<file path="src/rtl/core/fevd_pkg.sv">
// Shared types, constants and command structs for the frame energy voice detector.
package fevd_pkg;

   localparam int MaxFrames   = 64;
   localparam int MaxChannels = 8;
   localparam int FrameIdxW   = $clog2(MaxFrames + 1);
   localparam int StoreIdxW   = (MaxFrames > 1) ? $clog2(MaxFrames) : 1;

   localparam logic [1:0] CSR_FRAME_LENGTH   = 2'd0;
   localparam logic [1:0] CSR_CHANNEL_COUNT  = 2'd1;
   localparam logic [1:0] CSR_BASE_THRESHOLD = 2'd2;

   localparam logic [18:0] TotalMax    = 19'h7FFFF;
   localparam logic [13:0] ThreshScale = 14'd11796;

   typedef enum logic [2:0] {
      ST_IDLE,
      ST_DIV,
      ST_SQRT,
      ST_STORE,
      ST_THRESH,
      ST_READ,
      ST_EMIT
   } state_type;

   typedef struct packed {
      logic accept;      // Accumulate the sample held at the input.
      logic div_start;   // Load the divider with sum and count.
      logic div_step;
      logic sqrt_start;
      logic sqrt_step;
      logic store;       // Close the frame: write energy, update max.
      logic thresh;      // Compute effective threshold.
      logic rd_start;    // Reset read pointer.
      logic rd_issue;    // Issue a store read.
      logic emit_load;   // Load the output register.
      logic clear;       // Return run state to reset.
   } cmd_type;

   typedef struct packed {
      logic close_pending; // The last accepted sample closes a frame.
      logic last_pending;  // The last accepted sample was marked last.
      logic div_done;
      logic sqrt_done;
      logic rd_more;       // More stored frames remain to be read.
      logic out_busy;      // Output register holds an untaken beat.
      logic out_last;      // Beat in output register is the final one.
   } status_type;

endpackage

</file>
<file path="src/rtl/core/frame_energy_voice_detector.sv">
// Top level of the frame energy voice detector.
//  channel | dir | beat payload
//  req_    | in  | tdata: sample[15:0]; tlast: is_last
//  rsp_    | out | tdata: frame_start, frame_end, energy, speech, overflow; tlast: last_frame
//  csr_    | in  | we, index[1:0], wdata[15:0]
// Ordinary samples are taken back to back, with no gap between them.
// A sample that closes a frame holds req_ off while the divider is loaded and runs 46 steps,
// the square root is loaded and runs 23 steps, and the energy is stored. On a last sample
// the threshold is then set, and each stored frame is read once the output register is free
// and then loaded into it; req_ stays off until the final beat is loaded.
// Reset is synchronous and clears all run state; the energy store is not cleared.
module frame_energy_voice_detector (
   input  logic        clock,
   input  logic        reset,
   input  logic        req_tvalid,
   output logic        req_tready,
   input  logic [15:0] req_tdata,  // sample
   input  logic        req_tlast,  // is_last
   output logic        rsp_tvalid,
   input  logic        rsp_tready,
   output logic [55:0] rsp_tdata,  // frame_start, frame_end, energy, speech, overflow
   output logic        rsp_tlast,  // last_frame
   input  logic        csr_we,
   input  logic [1:0]  csr_index,
   input  logic [15:0] csr_wdata
);
   import fevd_pkg::*;

   cmd_type    cmd;
   status_type sts;
   logic [17:0] f_start;
   logic [18:0] f_end;
   logic [15:0] f_energy;
   logic        f_speech;
   logic        f_overflow;

   fevd_ctrl u_ctrl (
      .clock(clock), .reset(reset), .in_valid(req_tvalid), .in_ready(req_tready),
      .sts(sts), .cmd(cmd)
   );

   fevd_datapath u_dp (
      .clock(clock), .reset(reset), .csr_we(csr_we), .csr_index(csr_index),
      .csr_wdata(csr_wdata), .in_sample(req_tdata), .in_is_last(req_tlast),
      .cmd(cmd), .sts(sts), .out_valid(rsp_tvalid), .out_ready(rsp_tready),
      .out_frame_start(f_start), .out_frame_end(f_end), .out_energy(f_energy),
      .out_speech(f_speech), .out_overflow(f_overflow), .out_last_frame(rsp_tlast)
   );

   assign rsp_tdata = {1'b0, f_overflow, f_speech, f_energy, f_end, f_start};

   a_no_accept_busy: assert property (@(posedge clock) disable iff (reset)
      (cmd.div_step || cmd.sqrt_step) |-> !req_tready)
      else $error("input taken during frame close");
   a_one_phase: assert property (@(posedge clock) disable iff (reset)
      !(cmd.accept && cmd.emit_load))
      else $error("accept and emit overlap");
   a_hold: assert property (@(posedge clock) disable iff (reset)
      (rsp_tvalid && !rsp_tready) |=> rsp_tvalid && $stable(rsp_tdata))
      else $error("result beat dropped");
endmodule

</file>
<file path="src/rtl/core/fevd_datapath.sv">
// Datapath: accumulation, iterative divide and square root, energy store and result register.
module fevd_datapath (
   input  logic                 clock,
   input  logic                 reset,
   input  logic                 csr_we,
   input  logic [1:0]           csr_index,
   input  logic [15:0]          csr_wdata,
   input  logic signed [15:0]   in_sample,
   input  logic                 in_is_last,
   input  fevd_pkg::cmd_type    cmd,
   output fevd_pkg::status_type sts,
   output logic                 out_valid,
   input  logic                 out_ready,
   output logic [17:0]          out_frame_start,
   output logic [18:0]          out_frame_end,
   output logic [15:0]          out_energy,
   output logic                 out_speech,
   output logic                 out_overflow,
   output logic                 out_last_frame
);
   import fevd_pkg::*;

   logic [12:0] frame_length_ff;
   logic [3:0]  channel_count_ff;
   logic [15:0] base_threshold_ff;

   always_ff @(posedge clock) begin
      if (reset) begin
         frame_length_ff   <= 13'd480;
         channel_count_ff  <= 4'd1;
         base_threshold_ff <= 16'd655;
      end else if (csr_we) begin
         unique case (csr_index)
            CSR_FRAME_LENGTH:   frame_length_ff   <= csr_wdata[12:0];
            CSR_CHANNEL_COUNT:  channel_count_ff  <= csr_wdata[3:0];
            CSR_BASE_THRESHOLD: base_threshold_ff <= csr_wdata;
            default: ;
         endcase
      end
   end

   logic [12:0] fl;
   logic [3:0]  ch;
   always_comb begin
      fl = frame_length_ff;
      if (fl == 13'd0) fl = 13'd1;
      else if (fl > 13'd4096) fl = 13'd4096;
      ch = channel_count_ff;
      if (ch == 4'd0) ch = 4'd1;
      else if (ch > 4'(MaxChannels)) ch = 4'(MaxChannels);
   end

   // Run state.
   logic [45:0] sum_ff, sum_in;
   logic [12:0] group_ff, group_in;
   logic [2:0]  chan_ff, chan_in;
   logic [3:0]  chan_next;
   logic [15:0] count_ff, count_in;
   logic [18:0] total_ff, total_in;
   logic [15:0] max_ff;
   logic [FrameIdxW-1:0] fidx_ff;
   logic        drop_ff;
   logic        close_ff, close_in;
   logic        last_ff;
   logic signed [31:0] samp_ext;
   logic [31:0] sq;

   assign samp_ext = {{16{in_sample[15]}}, in_sample};
   assign sq       = samp_ext * samp_ext;

   always_comb begin
      sum_in    = sum_ff + {14'd0, sq};
      count_in  = count_ff + 16'd1;
      chan_next = {1'b0, chan_ff} + 4'd1;
      chan_in   = chan_next[2:0];
      group_in  = group_ff;
      total_in  = total_ff;
      close_in  = 1'b0;
      if (chan_next >= ch || in_is_last) begin
         chan_in  = 3'd0;
         group_in = group_ff + 13'd1;
         if (total_ff < TotalMax) total_in = total_ff + 19'd1;
         close_in = (group_in >= fl) || in_is_last;
      end
   end

   // Restoring divider: 46-bit sum by 16-bit count.
   logic [45:0] quot_ff;
   logic [15:0] rem_ff;
   logic [5:0]  div_cnt_ff;
   logic [16:0] rem_sh;
   logic [16:0] rem_sub;
   assign rem_sh  = {rem_ff, quot_ff[45]};
   assign rem_sub = rem_sh - {1'b0, count_ff};

   // Square root: 46-bit radicand, 23 result bits.
   logic [45:0] rad_ff;
   logic [23:0] root_ff;
   logic [23:0] srem_ff;
   logic [4:0]  sqrt_cnt_ff;
   logic [25:0] srem_sh;
   logic [25:0] strial;
   logic [25:0] srem_sub;
   assign srem_sh  = {srem_ff, rad_ff[45:44]};
   assign strial   = {root_ff, 2'b01};
   assign srem_sub = srem_sh - strial;

   logic [15:0] energy;
   assign energy = root_ff[15:0];

   // Energy store.
   logic [15:0] store_mem [MaxFrames];
   logic [15:0] rd_data_ff;
   logic [StoreIdxW-1:0] rd_ptr_ff;
   logic [FrameIdxW-1:0] rd_k_ff;
   logic [17:0] start_ff;
   logic [15:0] thr_ff;
   logic [29:0] prod;
   logic [15:0] scaled_max;
   assign prod       = max_ff * ThreshScale;
   assign scaled_max = {2'b00, prod[29:16]};

   always_ff @(posedge clock) begin
      if (cmd.store && fidx_ff < FrameIdxW'(MaxFrames))
         store_mem[fidx_ff[StoreIdxW-1:0]] <= energy;
      if (cmd.rd_issue)
         rd_data_ff <= store_mem[rd_ptr_ff];
   end

   always_ff @(posedge clock) begin
      if (reset || cmd.clear) begin
         sum_ff   <= '0;
         group_ff <= '0;
         chan_ff  <= '0;
         count_ff <= '0;
         total_ff <= '0;
         max_ff   <= '0;
         fidx_ff  <= '0;
         drop_ff  <= 1'b0;
         close_ff <= 1'b0;
         last_ff  <= 1'b0;
      end else begin
         if (cmd.accept) begin
            sum_ff   <= sum_in;
            count_ff <= count_in;
            chan_ff  <= chan_in;
            group_ff <= group_in;
            total_ff <= total_in;
            close_ff <= close_in;
            last_ff  <= in_is_last;
         end
         if (cmd.store) begin
            if (energy > max_ff) max_ff <= energy;
            if (fidx_ff < FrameIdxW'(MaxFrames)) fidx_ff <= fidx_ff + 1'b1;
            else drop_ff <= 1'b1;
            sum_ff   <= '0;
            count_ff <= '0;
            group_ff <= '0;
            close_ff <= 1'b0;
         end
      end
   end

   always_ff @(posedge clock) begin
      if (cmd.div_start) begin
         quot_ff    <= sum_ff;
         rem_ff     <= '0;
         div_cnt_ff <= '0;
      end else if (cmd.div_step) begin
         if (rem_sh >= {1'b0, count_ff}) begin
            rem_ff  <= rem_sub[15:0];
            quot_ff <= {quot_ff[44:0], 1'b1};
         end else begin
            rem_ff  <= rem_sh[15:0];
            quot_ff <= {quot_ff[44:0], 1'b0};
         end
         div_cnt_ff <= div_cnt_ff + 6'd1;
      end
      if (cmd.sqrt_start) begin
         rad_ff      <= (count_ff == 16'd0) ? 46'd0 : quot_ff;
         root_ff     <= '0;
         srem_ff     <= '0;
         sqrt_cnt_ff <= '0;
      end else if (cmd.sqrt_step) begin
         rad_ff <= {rad_ff[43:0], 2'b00};
         if (srem_sh >= strial) begin
            srem_ff <= srem_sub[23:0];
            root_ff <= {root_ff[22:0], 1'b1};
         end else begin
            srem_ff <= srem_sh[23:0];
            root_ff <= {root_ff[22:0], 1'b0};
         end
         sqrt_cnt_ff <= sqrt_cnt_ff + 5'd1;
      end
      if (cmd.thresh)
         thr_ff <= (base_threshold_ff > scaled_max) ? base_threshold_ff : scaled_max;
   end

   always_ff @(posedge clock) begin
      if (reset) begin
         rd_ptr_ff <= '0;
         rd_k_ff   <= '0;
      end else if (cmd.rd_start) begin
         rd_ptr_ff <= '0;
         rd_k_ff   <= '0;
         start_ff  <= '0;
      end else if (cmd.rd_issue) begin
         rd_ptr_ff <= rd_ptr_ff + 1'b1;
         rd_k_ff   <= rd_k_ff + 1'b1;
      end else if (cmd.emit_load) begin
         start_ff <= start_ff + {5'd0, fl};
      end
   end

   logic [19:0] end_sum;
   assign end_sum = {2'd0, start_ff} + {7'd0, fl};

   logic valid_ff;
   always_ff @(posedge clock) begin
      if (reset) valid_ff <= 1'b0;
      else if (cmd.emit_load) valid_ff <= 1'b1;
      else if (out_ready) valid_ff <= 1'b0;
   end

   always_ff @(posedge clock) begin
      if (cmd.emit_load) begin
         out_frame_start <= start_ff;
         out_frame_end   <= (end_sum > {1'b0, total_ff}) ? total_ff : end_sum[18:0];
         out_energy      <= rd_data_ff;
         out_speech      <= rd_data_ff >= thr_ff;
         out_overflow    <= drop_ff;
         out_last_frame  <= rd_k_ff == fidx_ff;
      end
   end

   assign out_valid = valid_ff;

   always_comb begin
      sts.close_pending = close_ff;
      sts.last_pending  = last_ff;
      sts.div_done      = div_cnt_ff == 6'd46;
      sts.sqrt_done     = sqrt_cnt_ff == 5'd22;
      sts.rd_more       = rd_k_ff < fidx_ff;
      sts.out_busy      = valid_ff && !out_ready;
      sts.out_last      = out_last_frame;
   end
endmodule

</file>
<file path="src/rtl/core/fevd_ctrl.sv">
// Controller state machine sequencing accumulation, frame close and result output.
module fevd_ctrl (
   input  logic                 clock,
   input  logic                 reset,
   input  logic                 in_valid,
   output logic                 in_ready,
   input  fevd_pkg::status_type sts,
   output fevd_pkg::cmd_type    cmd
);
   import fevd_pkg::*;

   state_type state_ff, state_in;
   logic      pend_ff, pend_in;

   always_ff @(posedge clock) begin
      if (reset) begin
         state_ff <= ST_IDLE;
         pend_ff  <= 1'b0;
      end else begin
         state_ff <= state_in;
         pend_ff  <= pend_in;
      end
   end

   always_comb begin
      state_in = state_ff;
      pend_in  = 1'b0;
      cmd      = '0;
      in_ready = 1'b0;
      unique case (state_ff)
         ST_IDLE: begin
            if (pend_ff && sts.close_pending) begin
               cmd.div_start = 1'b1;
               state_in      = ST_DIV;
            end else begin
               in_ready   = 1'b1;
               cmd.accept = in_valid;
               pend_in    = in_valid;
            end
         end
         ST_DIV: begin
            if (sts.div_done) begin
               cmd.sqrt_start = 1'b1;
               state_in       = ST_SQRT;
            end else begin
               cmd.div_step = 1'b1;
            end
         end
         ST_SQRT: begin
            cmd.sqrt_step = 1'b1;
            if (sts.sqrt_done) state_in = ST_STORE;
         end
         ST_STORE: begin
            cmd.store = 1'b1;
            state_in  = sts.last_pending ? ST_THRESH : ST_IDLE;
         end
         ST_THRESH: begin
            cmd.thresh   = 1'b1;
            cmd.rd_start = 1'b1;
            state_in     = ST_READ;
         end
         ST_READ: begin
            if (!sts.out_busy) begin
               cmd.rd_issue = 1'b1;
               state_in     = ST_EMIT;
            end
         end
         ST_EMIT: begin
            cmd.emit_load = 1'b1;
            state_in      = sts.rd_more ? ST_READ : ST_IDLE;
            cmd.clear     = !sts.rd_more;
         end
         default: state_in = ST_IDLE;
      endcase
   end
endmodule

</file>
<file path="config.mk">
export PLATFORM = sky130hd
export DESIGN_NAME = frame_energy_voice_detector
export DESIGN_NICKNAME = d
export VERILOG_FILES = /design/src/rtl/core/fevd_pkg.sv /design/src/rtl/core/frame_energy_voice_detector.sv /design/src/rtl/core/fevd_datapath.sv /design/src/rtl/core/fevd_ctrl.sv
export SDC_FILE = /design/constraint.sdc
export NUM_CORES = 2
export LEC_CHECK = 0
export ABC_AREA = 1
export BUFFER_PORTS_ARGS = -buffer_cell sky130_fd_sc_hd__buf_2
export CORE_MARGIN = 2
export CORE_UTILIZATION = 25
export CTS_BUF_LIST = sky130_fd_sc_hd__clkbuf_16
export DETAILED_ROUTE_END_ITERATION = 12
export HOLD_SLACK_MARGIN = 0.06
export PLACE_DENSITY_LB_ADDON = 0.08
export SLEW_MARGIN = 15
export SYNTH_ARGS = -nofsm -noshare
export SYNTH_HDL_FRONTEND = slang
export SYNTH_SLANG_ARGS = --single-unit
</file>
<file path="constraint.sdc">
create_clock -name clock -period 9.39 [get_ports clock]
set_clock_uncertainty 0.1 [all_clocks]
set_input_delay 1.878 -clock clock [delete_from_list [all_inputs] [get_ports clock]]
set_output_delay 1.878 -clock clock [all_outputs]
set_load 0.02 [all_outputs]
</file>
Word-level counts from Yosys, hierarchy flattened --
Memory sizes are Yosys's and may differ from the RTL's. A register that Yosys moved wholly into a read port is not among the register bits. Index checks and enable logic that the tools add are counted.
Storage, ports and cells: bits in writable memories 1024, bits of input ports 40, memories kept 1, bits in registers 431, output and inout bits 59, bits in latches 0, memory bits (read-only) 0
Cells by class: mux-type cells 44, reductions and logical operators 30, order comparisons 13, shift-type cells 0, bitwise logic cells 3, equal/unequal tests 16, add/sub/neg operators 14, multipliers 2, divide/modulo/power cells 0
Memory list:
- u_dp.store_mem | words 64, width 16, read ports 1, clocked after memory_dff 1, wr ports 1, line fevd_datapath.sv:112 | logic [15:0] store_mem [MaxFrames];
Operators with widths (count):
- two-way mux 46 bit | 5
- adder 46 x 32 -> 46 bit | 1
- two-way mux 18 bit | 2
- multiplier 16 x 16 -> 32 bit | 1
- multiplier 16 x 12 -> 28 bit (second input constant) | 1
- greater-or-equal comparator 26 bit | 1
- two-way mux 13 bit | 2
- two-way mux 24 bit | 1
- subtractor 24 bit | 1
- two-way mux 3 bit | 7
- one-hot mux 3 bit (7 select lines) | 1
- greater-than comparator 20 x 19 -> 1 bit | 1
- adder 18 x 13 -> 19 bit | 1
- adder 19 x 1 -> 19 bit (second input constant) | 1
- less-than comparator 19 bit (second input constant) | 1
- two-way mux 19 bit | 1
- adder 18 x 13 -> 18 bit | 1
- greater-or-equal comparator 17 x 16 -> 1 bit | 1
- two-way mux 1 bit | 17
- adder 16 x 1 -> 16 bit (second input constant) | 1
- greater-or-equal comparator 16 bit | 1
- greater-than comparator 16 x 14 -> 1 bit | 1
- greater-than comparator 16 bit | 1
- zero test 16 bit | 1
- other kinds (39) | 70

Logic depth before layout (Yosys ltp) --
depth after elaboration 6, mapped depth 41, depth with buffers taken out 40

Cells and area by module --
A second synthesis with hierarchy kept.
Unflattened totals: cell total of the unflattened synthesis 7915, area, all modules 78571.6 µm²
By module, submodules not included:
- fevd_datapath | cells each 7862, area an instance 78243.8 µm², times used 1, sequential area each 41599.9 µm²
- fevd_ctrl | cells each 49, area an instance 301.5 µm², times used 1, sequential area each 80.1 µm²
- frame_energy_voice_detector | cells each 4, area an instance 26.3 µm², times used 1, sequential area each 0.0 µm²

Worst setup path after synthesis --
OpenSTA, ideal clock, no wires.
kind input-to-reg, start point in req_tdata[1], end point reg u_dp.sum_ff[42], arrival time 8.582 ns, setup slack 0.644 ns, path buffers 2, stages on the path 37, path through clkbuf_1 > clkbuf_1 > nand2_1 > inv_1 > fa_1 > inv_1 > fa_1 > inv_1 > fa_1 > fa_1 > fa_1 > inv_1 > fa_1 > inv_1 > ha_1 > nand2_1 > nor2_1 > inv_1 > nor2_1 > nand3_1 > nand3_1 > nand2_1 > nand2_1 > inv_1 > nand2_1 > nand2_1 > ha_1 > nand2_1 > nor2_1 > inv_1 > nor3_1 > nand3_1 > nand3_1 > nand3_1 > nand2_1 > inv_1 > nor2_1
On the way: cells in the longest elaborated chain, start to end 2
RTL lines:
- from (decl) | line frame_energy_voice_detector.sv:17 | input logic [15:0] req_tdata,
- multiplier 16 x 16 -> 32 bit | line fevd_datapath.sv:69 | assign sq = samp_ext * samp_ext;
- adder 46 x 32 -> 46 bit | line fevd_datapath.sv:72 | sum_in = sum_ff + {14'd0, sq};
- to (signal assigned) | line fevd_datapath.sv:144 | sum_ff <= sum_in;
- to (decl) | line fevd_datapath.sv:54 | logic [45:0] sum_ff, sum_in;
No other way between the ends. A chain may end at the register's enable or synchronous reset.

Worst setup path in the final report --
start point in req_tdata[8], end point reg u_dp.sum_ff[37]
The elaborated chain is that of the path after synthesis.

==> flow_summary.json <==
{
  "status": "finished, final reports clean",
  "drt-total-wl_um": 263300,
  "busiest_layer": "met2",
  "max_stage_delay_ns": 0.55,
  "rsz0062_at_grt": "no",
  "p_per_area_nw_per_um2": 378.0,
  "leakage_nw": 37.09,
  "worst_slew_pin_slew_ns": 1.228,
  "maxCapViolCount": 0,
  "synth_edf_count": 1222,
  "initial_utilization_pct": 25.12,
  "cts_tree": "done",
  "core_sq_um": 314700,
  "critPathBufInv": 8,
  "final_core_util_pct": 28.77,
  "grt_max_degree": 190,
  "first_pass_iters": 5,
  "critPathSlowestCell": "fa_1",
  "arrival_ns": 9.17,
  "final_common_cell": "nand2_1",
  "die_x_um": 566.3,
  "pre_cts_slack_ns": -0.03645,
  "first_global_vias": 57979,
  "synthCells": 8088,
  "ys.flop_type": "edfxtp_1",
  "synth_nets": 8782,
  "dpl.hpwl_um": 173900,
  "path_class": "input pin to flop",
  "drtIter0Drc": 3756,
  "cts_max_level": 4,
  "final_hold_viol_count": 0,
  "pin_count": 99,
  "clkTransAtPathRegs_ns": 0.06,
  "place.gp.congestion": 0.8315,
  "grt-ovfl-total": 0,
  "ys_ff_latch": 1471,
  "worst_slack_ns": 0.8278,
  "vias": 57348,
  "reg2reg_depth": 24,
  "ys_types": 58,
  "worstSkewPairLatency_ns": 0.87,
  "fp.dieH_um": 566.3,
  "clockBufferDepth": 4,
  "setup_viol": 0,
  "fin_crit_ns": 8.562,
  "dieArea_sq_um": 320700,
  "cts_setup_buffers": 0,
  "synth-seq-area-share_pct": 52.72,
  "holdWs_ns": 0.3627,
  "cp.required_ns": 10.00,
  "drc": 0,
  "syn2layout_area_growth_pct": 14.54,
  "drv_slew": 0,
  "period_share_pct": 91.18,
  "synthesis.area_sq_um": 79060,
  "ys_async_sr_fraction_pct": 0,
  "viasPerCell": 4.579,
  "yosys_warnings": 0,
  "min_path_type": "flop to flop",
  "peakVddDrop_uv": 680.3,
  "grt_use_total_pct": 16.10,
  "cts_made_buffers": 177,
  "portBuffers": 97,
  "end_kind": "flop",
  "avgSynthCellArea_sq_um": 9.774,
  "use_met3_pct": 2.115,
  "ctsHoldBuffers": 0,
  "cp_max_fo": 13,
  "crit_cells": 32,
  "drive_gt1_share_pct": 7.933,
  "worst_setup_path_start_kind": "input pin",
  "critPathTopFamily": "adder cells",
  "final_cell_mix": "nand2_1 (1381), edfxtp_1 (1222), inv_1 (1016), nor2_1 (985), o21ai_0 (743)",
  "grt_util_met2_pct": 27.03,
  "ant_nets": 0,
  "post_cts_resized": 0,
  "nFillCells": 32997,
  "num_rows": 206,
  "use_met1_pct": 22.14,
  "min_path_cells": 2,
  "wl_per_cell_um": 21.02,
  "nets": 8922,
  "root_buffer": "clkbuf_16",
  "relSlewSlack_pct": 18.13,
  "antenna_found_initial": 14,
  "timing.fmax_mhz": 116.8,
  "grt_pass1_wl_um": 389900,
  "cts.sinks": 1471
}
metal layers:
layer  part of all wire (%)  wire length (um)  vias to the layer above
met4                    1.8              4864                        0
met2                     47            124600                      947
met3                    3.7              9796                      263
li1                       -                 -                    27700
met1                     47            124000                    28438
met5                      0                 0                        -
kinds of logic after synthesis:
family                     Yosys count  share of synthesized area (%)
AOI/OAI and AO/OA                 1443                          10.14
and+or+nand+nor                   3048                          16.02
DFF                               1471                          52.72
other                                1                       0.004743
adders and majority gates          654                          13.06
buffers and inverters             1343                          6.635
xor gates and xnor gates           128                          1.418
flip-flops by register name (all words and copies together) (netlist names), 6 cells and up:
| signal | cells |
|---|---|
| u_dp.base_threshold_ff | 16 |
| u_dp.count_ff | 16 |
| u_dp.div_cnt_ff | 6 |
| u_dp.fidx_ff | 7 |
| u_dp.frame_length_ff | 13 |
| u_dp.group_ff | 13 |
| u_dp.max_ff | 16 |
| u_dp.out_energy | 16 |
| u_dp.out_frame_end | 19 |
| u_dp.out_frame_start | 18 |
| u_dp.quot_ff | 46 |
| u_dp.rad_ff | 46 |
| u_dp.rd_data_ff | 16 |
| u_dp.rd_k_ff | 7 |
| u_dp.rd_ptr_ff | 6 |
| u_dp.rem_ff | 16 |
| u_dp.root_ff | 24 |
| u_dp.srem_ff | 24 |
| u_dp.start_ff | 18 |
| u_dp.store_mem | 1024 |
| u_dp.sum_ff | 46 |
| u_dp.thr_ff | 16 |
| u_dp.total_ff | 19 |
power by group:
part	switching (mW)	internal [mW]	leakage, nW
sequential	0.156	7.19	13.8
clock	2.80	3.83	2.82
combinational	12.8	7.40	20.4
total	15.8	18.4	37.1
through the flow:
stage	instance area (sq um)	TNS [ns]	std cells	power [mW]
after floorplan	79060	0	8088	20.93
after global placement	85090	-0.2094	12209	28.27
after detailed placement	85090	-0.03645	12209	28.02
after CTS	90540	0	12518	34.84
after global routing	90540	0	12519	37.60
final	90550	0	12523	34.22
worst min-delay path: cells and delay by family (launching register included):
kind             cells  cell delay [ns]
and+or+nand+nor      2             0.11
DFF                  1             0.31
worst paths after layout:
check | end | slack, ns | start
worst max register to register | u_dp.thr_ff[10] | 2.48 | u_dp.max_ff[6]
worst min-delay path | u_dp.srem_ff[23] | 0.36 | u_dp.srem_ff[23]
worst min register to register | u_dp.srem_ff[23] | 0.36 | u_dp.srem_ff[23]
worst max-delay path | u_dp.sum_ff[37] | 0.83 | req_tdata[8]
final cells by class:
type | count | area [sq um] | area share, %
Antenna cell | 5 | 12.51 | 0.01382
Clock buffer | 181 | 4529 | 5.002
Clock inverter | 128 | 924.6 | 1.021
Inverter | 1004 | 3791 | 4.187
Multi-Input combinational cell | 5274 | 32290 | 35.66
Sequential cell | 1471 | 41750 | 46.11
Tap cell | 4160 | 5205 | 5.748
Timing Repair Buffer | 300 | 2047 | 2.261
cell usage after synthesis, types with 5 or more instances:
library cell  number  area, sq um
nor3_2             7        70.07
nand4_1          130        813.3
a21o_1            11        82.58
dfxtp_1          249         4985
nor3_1            74        370.4
nand2_2            8        50.05
o211ai_1          67        503.0
o21ai_1           54        270.3
fa_1             285         5705
clkbuf_1         214        803.3
o21ai_0          743         3719
o22ai_1          151        944.7
o221ai_1          66        578.1
xnor2_1           34        297.8
o21bai_1          24        180.2
nand2_1         1382         5187
inv_1            983         3690
buf_4             16        120.1
ha_1             369         4617
a21oi_1          295         1476
nand3b_1          34        255.2
buf_2             82        410.4
inv_2             12        45.04
nor2_1          1026         3851
nor4_1            10        62.56
o21a_1             7        52.55
edfxtp_1        1222        36700
a21boi_0           5        37.54
xor2_1            94        823.3
nor2_2             8        50.05
buf_6              5        56.30
nand3_1          343         1717
clkinv_1           7        26.28
buf_1             22        82.58
No activity file was read; power rests on OpenSTA's default activity.
